[src/hdl/mexp_pkg.sv]
package mexp_pkg;

	// port widths of the payload and configuration channels
	localparam int DATA_BITS  = 64;
	localparam int INDEX_BITS = 1;

	// configuration register indexes
	localparam logic [INDEX_BITS-1:0] REG_MODULUS  = 1'd0;
	localparam logic [INDEX_BITS-1:0] REG_EXPONENT = 1'd1;

	// sequencer states
	localparam int STATE_BITS = 3;
	localparam logic [STATE_BITS-1:0] S_IDLE = 3'd0;
	localparam logic [STATE_BITS-1:0] S_RED  = 3'd1;
	localparam logic [STATE_BITS-1:0] S_BIT  = 3'd2;
	localparam logic [STATE_BITS-1:0] S_SQR  = 3'd3;
	localparam logic [STATE_BITS-1:0] S_POST = 3'd4;
	localparam logic [STATE_BITS-1:0] S_MUL  = 3'd5;
	localparam logic [STATE_BITS-1:0] S_STEP = 3'd6;

endpackage

[src/hdl/mexp_modmul.sv]
module mexp_modmul #(
	parameter int W = 64
) (
	input  logic         clk,
	input  logic         arst_n,
	input  logic         start,
	input  logic [W-1:0] a,
	input  logic [W-1:0] b,
	input  logic [W-1:0] m,
	output logic         done,
	output logic [W-1:0] result
);

	localparam int CW = $clog2(W);

	logic [W-1:0]  acc_q, a_q, b_q, m_q;
	logic [CW-1:0] cnt_q;
	logic          run_q, phase_q, done_q;

	logic [W-1:0] y, gap, sum, nxt;
	logic [W:0]   diff;
	logic         advance;

	// one modular add per cycle: phase 0 doubles, phase 1 adds a
	always_comb begin
		y    = phase_q ? a_q : acc_q;
		gap  = m_q - y;
		diff = {1'b0, acc_q} - {1'b0, gap};
		sum  = acc_q + y;
		nxt  = diff[W] ? sum : diff[W-1:0];
		advance = phase_q || !b_q[W-1];
	end

	always_ff @(posedge clk or negedge arst_n) begin
		if (!arst_n) begin
			run_q   <= 1'b0;
			phase_q <= 1'b0;
			done_q  <= 1'b0;
			cnt_q   <= '0;
		end else begin
			done_q <= 1'b0;
			if (start) begin
				run_q   <= 1'b1;
				phase_q <= 1'b0;
				cnt_q   <= CW'(W - 1);
			end else if (run_q) begin
				if (advance) begin
					phase_q <= 1'b0;
					if (cnt_q == '0) begin
						run_q  <= 1'b0;
						done_q <= 1'b1;
					end else begin
						cnt_q <= cnt_q - 1'b1;
					end
				end else begin
					phase_q <= 1'b1;
				end
			end
		end
	end

	always_ff @(posedge clk) begin
		if (start) begin
			acc_q <= '0;
			a_q   <= a;
			b_q   <= b;
			m_q   <= m;
		end else if (run_q) begin
			acc_q <= nxt;
			if (advance) b_q <= {b_q[W-2:0], 1'b0};
		end
	end

	assign done   = done_q;
	assign result = acc_q;

endmodule

[src/hdl/mexp_ctrl.sv]
module mexp_ctrl #(
	parameter int W = 64
) (
	input  logic         clk,
	input  logic         arst_n,
	input  logic         start,
	input  logic [W-1:0] modulus,
	input  logic [W-1:0] exponent,
	input  logic [W-1:0] base,
	output logic         busy,
	output logic         done,
	output logic [W-1:0] power,
	output logic         mul_start,
	output logic [W-1:0] mul_a,
	output logic [W-1:0] mul_b,
	output logic [W-1:0] mul_m,
	input  logic         mul_done,
	input  logic [W-1:0] mul_result
);

	import mexp_pkg::*;

	localparam int IW = $clog2(W);
	localparam logic [W-1:0] ONE = W'(1);

	logic [STATE_BITS-1:0] state_q;
	logic [W-1:0]          m_q, e_q, bb_q, d_q, power_q;
	logic [IW-1:0]         idx_q;
	logic                  mul_start_q, done_q;

	always_ff @(posedge clk or negedge arst_n) begin
		if (!arst_n) begin
			state_q     <= S_IDLE;
			mul_start_q <= 1'b0;
			done_q      <= 1'b0;
			idx_q       <= '0;
		end else begin
			mul_start_q <= 1'b0;
			done_q      <= 1'b0;
			unique case (state_q)
				S_IDLE: begin
					if (start) begin
						state_q     <= S_RED;
						mul_start_q <= 1'b1;
					end
				end
				S_RED: begin
					if (mul_done) begin
						idx_q   <= IW'(W - 1);
						state_q <= S_BIT;
					end
				end
				S_BIT: begin
					// squaring one gives one: skip it
					if (d_q != ONE) begin
						state_q     <= S_SQR;
						mul_start_q <= 1'b1;
					end else begin
						state_q <= S_POST;
					end
				end
				S_SQR: begin
					if (mul_done) state_q <= S_POST;
				end
				S_POST: begin
					if (e_q[idx_q]) begin
						state_q     <= S_MUL;
						mul_start_q <= 1'b1;
					end else begin
						state_q <= S_STEP;
					end
				end
				S_MUL: begin
					if (mul_done) state_q <= S_STEP;
				end
				S_STEP: begin
					if (idx_q == '0) begin
						done_q  <= 1'b1;
						state_q <= S_IDLE;
					end else begin
						idx_q   <= idx_q - 1'b1;
						state_q <= S_BIT;
					end
				end
				default: state_q <= S_IDLE;
			endcase
		end
	end

	always_ff @(posedge clk) begin
		if (state_q == S_IDLE && start) begin
			m_q  <= modulus;
			e_q  <= exponent;
			bb_q <= base;
		end
		if (state_q == S_RED && mul_done) begin
			bb_q <= mul_result;
			d_q  <= ONE;
		end
		if ((state_q == S_SQR || state_q == S_MUL) && mul_done) d_q <= mul_result;
		if (state_q == S_STEP && idx_q == '0) power_q <= d_q;
	end

	// reduction runs as 1 * base, i.e. Horner over the base bits mod m
	always_comb begin
		mul_m = m_q;
		case (state_q)
			S_RED: begin
				mul_a = ONE;
				mul_b = bb_q;
			end
			S_MUL: begin
				mul_a = d_q;
				mul_b = bb_q;
			end
			default: begin
				mul_a = d_q;
				mul_b = d_q;
			end
		endcase
	end

	assign mul_start = mul_start_q;
	assign busy      = (state_q != S_IDLE);
	assign done      = done_q;
	assign power     = power_q;

endmodule

[src/hdl/modular_exponentiation.sv]
// Modular exponentiation: power = base ^ exponent mod modulus.
//
// Configuration: wr_en / wr_index / wr_data write a register at the clock
// edge (index 0 modulus, index 1 exponent). Values are cut to OPERAND_BITS;
// a modulus write of 0 or 1 is dropped. Write only while busy is low.
// Input: a beat is taken at a rising edge with start high and busy low.
// busy stays high until the result beat has been produced.
// Output: power is valid for one cycle while done is high; the receiver
// cannot stall, so the result must be captured in that cycle.
// Operation: left-to-right square-and-multiply over all OPERAND_BITS exponent
// bits, one modular multiply after another on a single bit-serial unit.
// That unit does one modular add per cycle, doubling for each of the W
// multiplier bits and adding a for each set one (W = OPERAND_BITS).
// An item costs a reduction multiply, up to W squarings (skipped whenever the
// running value is one) and one multiply per set exponent bit. Each
// multiply is opened by a start pulse and closed by a done pulse, and each
// exponent bit passes the sequencer states BIT, POST and STEP. The result
// beat comes in the same cycle that busy falls low again.
// Reset: modulus 2, exponent 1, block idle, no result pending.
module modular_exponentiation #(
	parameter int OPERAND_BITS = 64
) (
	input  logic                              clk,
	input  logic                              arst_n,
	input  logic                              wr_en,
	input  logic [mexp_pkg::INDEX_BITS-1:0]   wr_index,
	input  logic [mexp_pkg::DATA_BITS-1:0]    wr_data,
	input  logic                              start,
	input  logic [mexp_pkg::DATA_BITS-1:0]    base,
	output logic                              busy,
	output logic                              done,
	output logic [mexp_pkg::DATA_BITS-1:0]    power
);

	import mexp_pkg::*;

	localparam int W = OPERAND_BITS;

	// config registers, held at operand width
	logic [W-1:0] modulus_q, exponent_q;
	logic [W-1:0] wr_val;

	assign wr_val = wr_data[W-1:0];

	always_ff @(posedge clk or negedge arst_n) begin
		if (!arst_n) begin
			modulus_q  <= W'(2);
			exponent_q <= W'(1);
		end else if (wr_en) begin
			unique case (wr_index)
				REG_MODULUS: begin
					// modulus below two is ignored
					if (|wr_val[W-1:1]) modulus_q <= wr_val;
				end
				REG_EXPONENT: exponent_q <= wr_val;
				default: ;
			endcase
		end
	end

	// sequencer <-> shared multiplier
	logic         mul_start, mul_done;
	logic [W-1:0] mul_a, mul_b, mul_m, mul_result;
	logic [W-1:0] power_w;

	mexp_ctrl #(.W(W)) u_ctrl (
		.clk        (clk),
		.arst_n     (arst_n),
		.start      (start),
		.modulus    (modulus_q),
		.exponent   (exponent_q),
		.base       (base[W-1:0]),
		.busy       (busy),
		.done       (done),
		.power      (power_w),
		.mul_start  (mul_start),
		.mul_a      (mul_a),
		.mul_b      (mul_b),
		.mul_m      (mul_m),
		.mul_done   (mul_done),
		.mul_result (mul_result)
	);

	mexp_modmul #(.W(W)) u_modmul (
		.clk    (clk),
		.arst_n (arst_n),
		.start  (mul_start),
		.a      (mul_a),
		.b      (mul_b),
		.m      (mul_m),
		.done   (mul_done),
		.result (mul_result)
	);

	// zero-extend the result to the port width
	assign power = DATA_BITS'(power_w);

endmodule

[config.mk]
export PLATFORM = sky130hd
export DESIGN_NAME = modular_exponentiation
export DESIGN_NICKNAME = d
export VERILOG_FILES = /design/src/hdl/mexp_pkg.sv /design/src/hdl/mexp_modmul.sv /design/src/hdl/mexp_ctrl.sv /design/src/hdl/modular_exponentiation.sv
export SDC_FILE = /design/constraint.sdc
export NUM_CORES = 1
export LEC_CHECK = 0
export ABC_CLOCK_PERIOD_IN_PS = 7100
export BUFFER_PORTS_ARGS = -buffer_cell sky130_fd_sc_hd__buf_2
export CELL_PAD_IN_SITES_DETAIL_PLACEMENT = 0
export CELL_PAD_IN_SITES_GLOBAL_PLACEMENT = 2
export CORE_MARGIN = 4
export CORE_UTILIZATION = 43
export CTS_BUF_LIST = sky130_fd_sc_hd__clkbuf_4 sky130_fd_sc_hd__clkbuf_8
export DETAILED_ROUTE_END_ITERATION = 8
export HOLD_SLACK_MARGIN = 0.03
export PLACE_DENSITY = 0.92
export SETUP_SLACK_MARGIN = 0.2
export SYNTH_ARGS = -nofsm -noshare
export SYNTH_HDL_FRONTEND = slang
export SYNTH_SLANG_ARGS = --single-unit
export TNS_END_PERCENT = 50
[constraint.sdc]
create_clock -name clk -period 7.1 [get_ports clk]
set_input_delay 1.42 -clock clk [delete_from_list [all_inputs] [get_ports clk]]
set_output_delay 1.42 -clock clk [all_outputs]
set_load 0.02 [all_outputs]
; Word level (Yosys, flattened, before mapping)
; Index checks and enable logic that the tools add are counted.
[op_classes]
magnitude_cmp = 1
mux = 44
bitwise = 1
eq_ne = 13
reduce_logical = 24
addsub = 5
[ops]
columns = operator, n
row1 = 64-bit two-way mux, 10
row2 = 64-bit by 64-bit subtractor with 65-bit output, 1
row3 = 64-bit adder, 1
row4 = "64-bit by 1-bit inequality test with 1-bit output, second input constant", 1
row5 = 64-bit subtractor, 1
row6 = 63-bit OR reduction, 1
row7 = 6-bit two-way mux, 6
row8 = 3-bit case mux with 7 select lines, 1
row9 = 1-bit two-way mux, 17
row10 = 3-bit two-way mux, 5
row11 = 6-bit logical NOT, 2
row12 = 6-bit case mux with 2 select lines, 1
row13 = "6-bit by 1-bit subtractor with 6-bit output, second input constant", 2
row14 = 2-bit nonzero test, 5
row15 = "3-bit equality test, second input constant", 3
row16 = 3-bit AND reduction, 3
row17 = "6-bit by 7-bit less-than comparator with 1-bit output, second input constant", 1
row18 = 1-bit binary-select mux with 6-bit select, 1
row19 = "3-bit by 2-bit equality test with 1-bit output, second input constant", 2
row20 = "2-bit by 1-bit inequality test with 1-bit output, second input constant", 3
row21 = "2-bit inequality test, second input constant", 3
row22 = 1-bit logical AND, 4
row23 = 2-bit two-way mux, 2
row24 = 2-bit AND reduction, 2
row25 = 9 further kinds, 10
[totals]
register_bits = 724
output_inout_bits = 66
in_bits = 133

; Logic depth before layout (Yosys ltp)
[depth]
word_depth = 5
ltp_mapped = 34
mapped_depth_nobuf = 30

; Cells and area by module
; Synthesis repeated with hierarchy kept, for this count alone.
[hier_totals]
hier_cells = 3626
hier_area_um2 = 40344.9
[by_module_without_submodules]
columns = module, seq_area_each_um2, n_inst, area_each_um2, cells_per_inst
row1 = mexp_modmul, 7272.0, 1, 21808.4, 2449
row2 = mexp_ctrl, 9884.5, 1, 13369.1, 885
row3 = modular_exponentiation, 3205.6, 1, 5167.5, 292

; Least setup slack after synthesis
; OpenSTA, ideal clock, no wires.
[synth_timing]
kind = reg2reg
startpoint = reg u_modmul.phase_q
endpoint = reg u_modmul.acc_q[51], in the netlist u_modmul.result[51]
required_ns = 7.012
stages_incl_launch_ff = 30
setup_ns = 0.088
path_slack_ns = 0.588
synth_period_minus_slack_ns = 6.512
n_path_buf = 4
t_arrival_ns = 6.424
path_cell_list = dfrtp_1 > clkbuf_1 > clkbuf_1 > buf_1 > nand2_1 > o21ai_0 > ha_1 > inv_1 > fa_1 > a21oi_1 > o21ai_0 > a211oi_1 > nor3_1 > o311ai_1 > nand2_1 > a221oi_1 > xor2_1 > ha_1 > clkbuf_1 > a21o_1 > a21o_1 > a221oi_1 > o31ai_1 > o2111ai_2 > a21oi_2 > o2111ai_2 > a21oi_1 > o21ai_0 > or3b_1 > a311oi_2
[synth_between]
elab_chain_cells = 4
elab_cells_between_ends = 5
classes_between = add/sub (3) / mux (2)
[synth_lines]
columns = item, line
row1 = "start, declared", mexp_modmul.sv:18  ; logic run_q, phase_q, done_q;
row2 = "start signal, assigned", mexp_modmul.sv:37  ; phase_q <= 1'b0;
row3 = "start signal, assigned", mexp_modmul.sv:44  ; phase_q <= 1'b0;
row4 = "start signal, assigned", mexp_modmul.sv:48  ; phase_q <= 1'b0;
row5 = 64-bit two-way mux *, mexp_modmul.sv:26  ; y = phase_q ? a_q : acc_q;
row6 = 64-bit subtractor, mexp_modmul.sv:27  ; gap = m_q - y;
row7 = 64-bit by 64-bit subtractor with 65-bit output, mexp_modmul.sv:28  ; diff = {1'b0, acc_q} - {1'b0, gap};
row8 = 64-bit two-way mux *, mexp_modmul.sv:30  ; nxt = diff[W] ? sum : diff[W-1:0];
row9 = "end signal, assigned", mexp_modmul.sv:69  ; acc_q <= nxt;
row10 = "end, declared", mexp_modmul.sv:16  ; logic [W-1:0] acc_q, a_q, b_q, m_q;
; Mark *: on every way between the ends. The rest lies on a longest branch, timed or not.
; A chain may end at the register's enable or synchronous reset.

; Worst setup path after layout
[layout_timing]
startpoint = reg u_modmul.phase_q
endpoint = reg u_modmul.acc_q[59], in the netlist u_modmul.result[59]
; Same word-level chain as after synthesis.

==> flow_summary_export.csv <==
group,metric,value,unit
global_route,antenna_found_initial,5,
logic_synthesis,ys_ff_latch,724,
floorplan,pin_count,199,
drt,drc_errors,0,
worst_hold_path,hp-class,"reg2reg",
sta,hold_ws,0.416,ns
sta,slew_headroom,0.202,
floorplan,coreArea,90300,sq um
cts,cts.sinks,724,
floorplan,start_util,0.435,
cells_and_area,synthToLayoutAreaGrowth,13.8,%
logic_synthesis,synth-edff-count,512,
cts,cts_buffer_depth,3,
sta,fin_setup_tns,0,ns
setup_path,crit_start,"u_modmul.phase_q",
drt,ant_nets,0,
outcome,status,"finished clean",
drt,routedWlPerCell,22.1,um
sta,rsz0062_at_grt,"true",
cts,cts_root_buf,"clkbuf_8",
logic_synthesis,postSynthAreaPerCell,11.0,sq um
cts,cts_tree,"yes",
floorplan,dieArea,96200,sq um
placement,place_congestion,0.922,
cells_and_area,nFillCells,8270,
cts,clk_latency,0.76,ns
logic_synthesis,synth_async_sr_flop_share,0.204,
global_route,grt_overflow,0,
cts,cts.clk_slew.worst_paths,0.07,ns
setup_path,endpoint_kind,"flip-flop",
setup_path,cp_top_family,"compound AO/OA/AOI/OAI gates",
cells_and_area,final_cell_mix,"edfxtp_1 (512), nand2_1 (374), a21oi_1 (290), nor2_1 (248), buf_2 (197)",
drt,drt_first_iter_violations,2318,
sta,fin_skew,0.0356,ns
global_route,grt_pass1_vias,27900,
sta,fin_crit,6.55,ns
setup_path,criticalPathCategory,"reg2reg",
logic_synthesis,synthDistinctLibCells,86,
job,maxCapViolCount,0,
sta,drv_slew,0,
sta,setup_viol,0,
sta,hold_violations,0,
logic_synthesis,ys_seq_area_frac,0.519,
setup_path,crit_top_cell,"buf_4",
drt,vias,28600,
setup_path,crit_buf_inv,4,
setup_path,slowest_delay,0.53,ns
drt,dr.pass1.iters,5,
sta,max_clock_freq,153,MHz
cts,cts-buffers-inserted,119,
cells_and_area,num-nets-final,4134,
floorplan,row_count,110,
cts,htree_num_levels,3,
global_route,globalRouteTotalUtil,0.231,
setup_path,crit_required,7.76,ns
setup_path,cpMaxStageDelayCell,"dfrtp_4",
worst_hold_path,min_from,"u_ctrl.mul_m[46]",
setup_path,cp_max_fo,7,
logic_synthesis,yosys_warnings,0,
setup_path,rr_startpoint,"u_modmul.phase_q",
logic_synthesis,postSynthCellCount,3571,
logic_synthesis,synthFlopType,"edfxtp_1",
sta,tightest_slew,1.20,ns
placement,dp.final_hpwl,82.7,mm
cells_and_area,post-route-util,0.494,
cells_and_area,final_common_cell,"edfxtp_1",
cells_and_area,drive_gt1_frac,0.184,
sta,fin_crit_sh,0.922,
floorplan,die_w,310,um
global_route,grt_max_degree,92,
logic_synthesis,syn_area,39200,sq um
setup_path,cp.arrival,7.20,ns
cts,hold_buffers,0,
setup_path,start_kind,"flip-flop",
drt,wl,113,mm
global_route,grt_pass1_wl,169,mm
placement,numPortBuffers,198,
drt,viasPerCell,5.61,
floorplan,dieHeight,310,um
logic_synthesis,synthesis.nets,3901,
-- flip-flops by register name (all words and copies together), names as in the netlist, 3 cells and up --
name,flops
u_modmul.b_q,64
u_ctrl.mul_m,64
u_modmul.cnt_q,6
u_ctrl.e_q,64
modulus_q,64
u_modmul.a_q,64
u_modmul.result,64
u_ctrl.idx_q,6
u_ctrl.d_q,64
u_ctrl.state_q,3
u_modmul.m_q,64
exponent_q,64
u_ctrl.power,64
u_ctrl.bb_q,64
-- final cells by class --
cell class,instances,area [sq um],share of cell area
flip-flops and latches,724,20400,0.456
multi-input cells,2543,17900,0.401
clock buffers,174,2180,0.0489
repair buffers,287,1730,0.0388
well taps,1176,1470,0.0330
inverters,129,484,0.0108
clock inverters,52,480,0.0108
diodes,3,7.51,0.000168
-- routing by layer --
metal | part of all wire | track usage | wire (um) | vias to the layer above
li1 | - | - | - | 13600
met3 | 0.059 | 0.0361 | 6640 | 157
met1 | 0.48 | 0.348 | 54600 | 14000
met5 | 0.00024 | 0 | 27 | -
met2 | 0.43 | 0.345 | 48800 | 811
met4 | 0.023 | 0.0679 | 2650 | 4
-- cells by family (layout without fill, tap and decap cells) --
| group | count (synthesis) | after routing | synth area share |
|---|---|---|---|
| AND/OR/NAND/NOR | 1048 | 1048 | 0.126 |
| AO/OA/AOI/OAI | 835 | 836 | 0.138 |
| flip-flops | 724 | 724 | 0.519 |
| buffers and inverters | 305 | 642 | 0.0305 |
| multiplexers | 282 | 282 | 0.0827 |
| adder cells (fa/ha/maj) | 197 | 197 | 0.0634 |
| XOR/XNOR | 180 | 180 | 0.0402 |
| other | 0 | 3 | 0 |
-- worst paths after layout --
kind                                        to  slack, ns  cells past startpoint
min reg2reg                   u_modmul.m_q[46]       0.42                      0
max in group asynchronous          u_ctrl.done       4.94                      2
min                           u_modmul.m_q[46]       0.42                      0
min in group asynchronous        modulus_q[54]       0.71                      1
max reg2reg                u_modmul.result[59]       0.55                     28
max                        u_modmul.result[59]       0.55                     28
-- per-stage QoR --
| step | setup slack, ns | instance area [sq um] | instances |
|---|---|---|---|
| 2_1_floorplan | 0.588 | 39200 | 3571 |
| 5_1_grt | 0.192 | 44600 | 5086 |
| 6_report | 0.551 | 44600 | 5088 |
| 3_3_place_gp | 0.198 | 41700 | 4841 |
| 3_5_place_dp | 0.213 | 41700 | 4841 |
| 4_1_cts | 0.198 | 44300 | 5067 |
-- synth_stat cells, types with 15 or more instances --
cell type | number | share of area
edfxtp_1 | 512 | 0.39
nand2_1 | 376 | 0.036
a21oi_1 | 296 | 0.038
nor2_1 | 250 | 0.024
ha_1 | 194 | 0.062
dfrtp_1 | 146 | 0.093
clkbuf_1 | 143 | 0.014
mux2i_1 | 133 | 0.034
inv_1 | 128 | 0.012
mux2_2 | 128 | 0.037
a21o_1 | 119 | 0.023
xnor2_1 | 92 | 0.021
o21ai_0 | 88 | 0.011
xor2_1 | 88 | 0.020
nor2b_1 | 87 | 0.014
and2_1 | 72 | 0.011
a211oi_1 | 67 | 0.013
dfxtp_1 | 64 | 0.033
nand4_1 | 58 | 0.0092
o21ai_1 | 42 | 0.0054
nor3_1 | 39 | 0.0050
o21bai_1 | 39 | 0.0075
nand3_1 | 38 | 0.0048
nor4_1 | 37 | 0.0059
a31oi_1 | 30 | 0.0048
o21a_1 | 29 | 0.0055
nand2b_1 | 26 | 0.0041
and3_1 | 25 | 0.0040
mux4_2 | 21 | 0.012
o211ai_1 | 19 | 0.0036
buf_2 | 16 | 0.0020
o31ai_1 | 15 | 0.0029
-- repair_timing --
item | in CTS | in global routing
gates cloned | 0 | 1
setup buffers | 0 | 17
gates resized for setup | 1 | 35
pin swaps | 0 | 6
setup endpoints to repair | 4 | 64
Power is not shown: default switching activity piles up to over one toggle a cycle in this logic, so the estimate is an artifact.
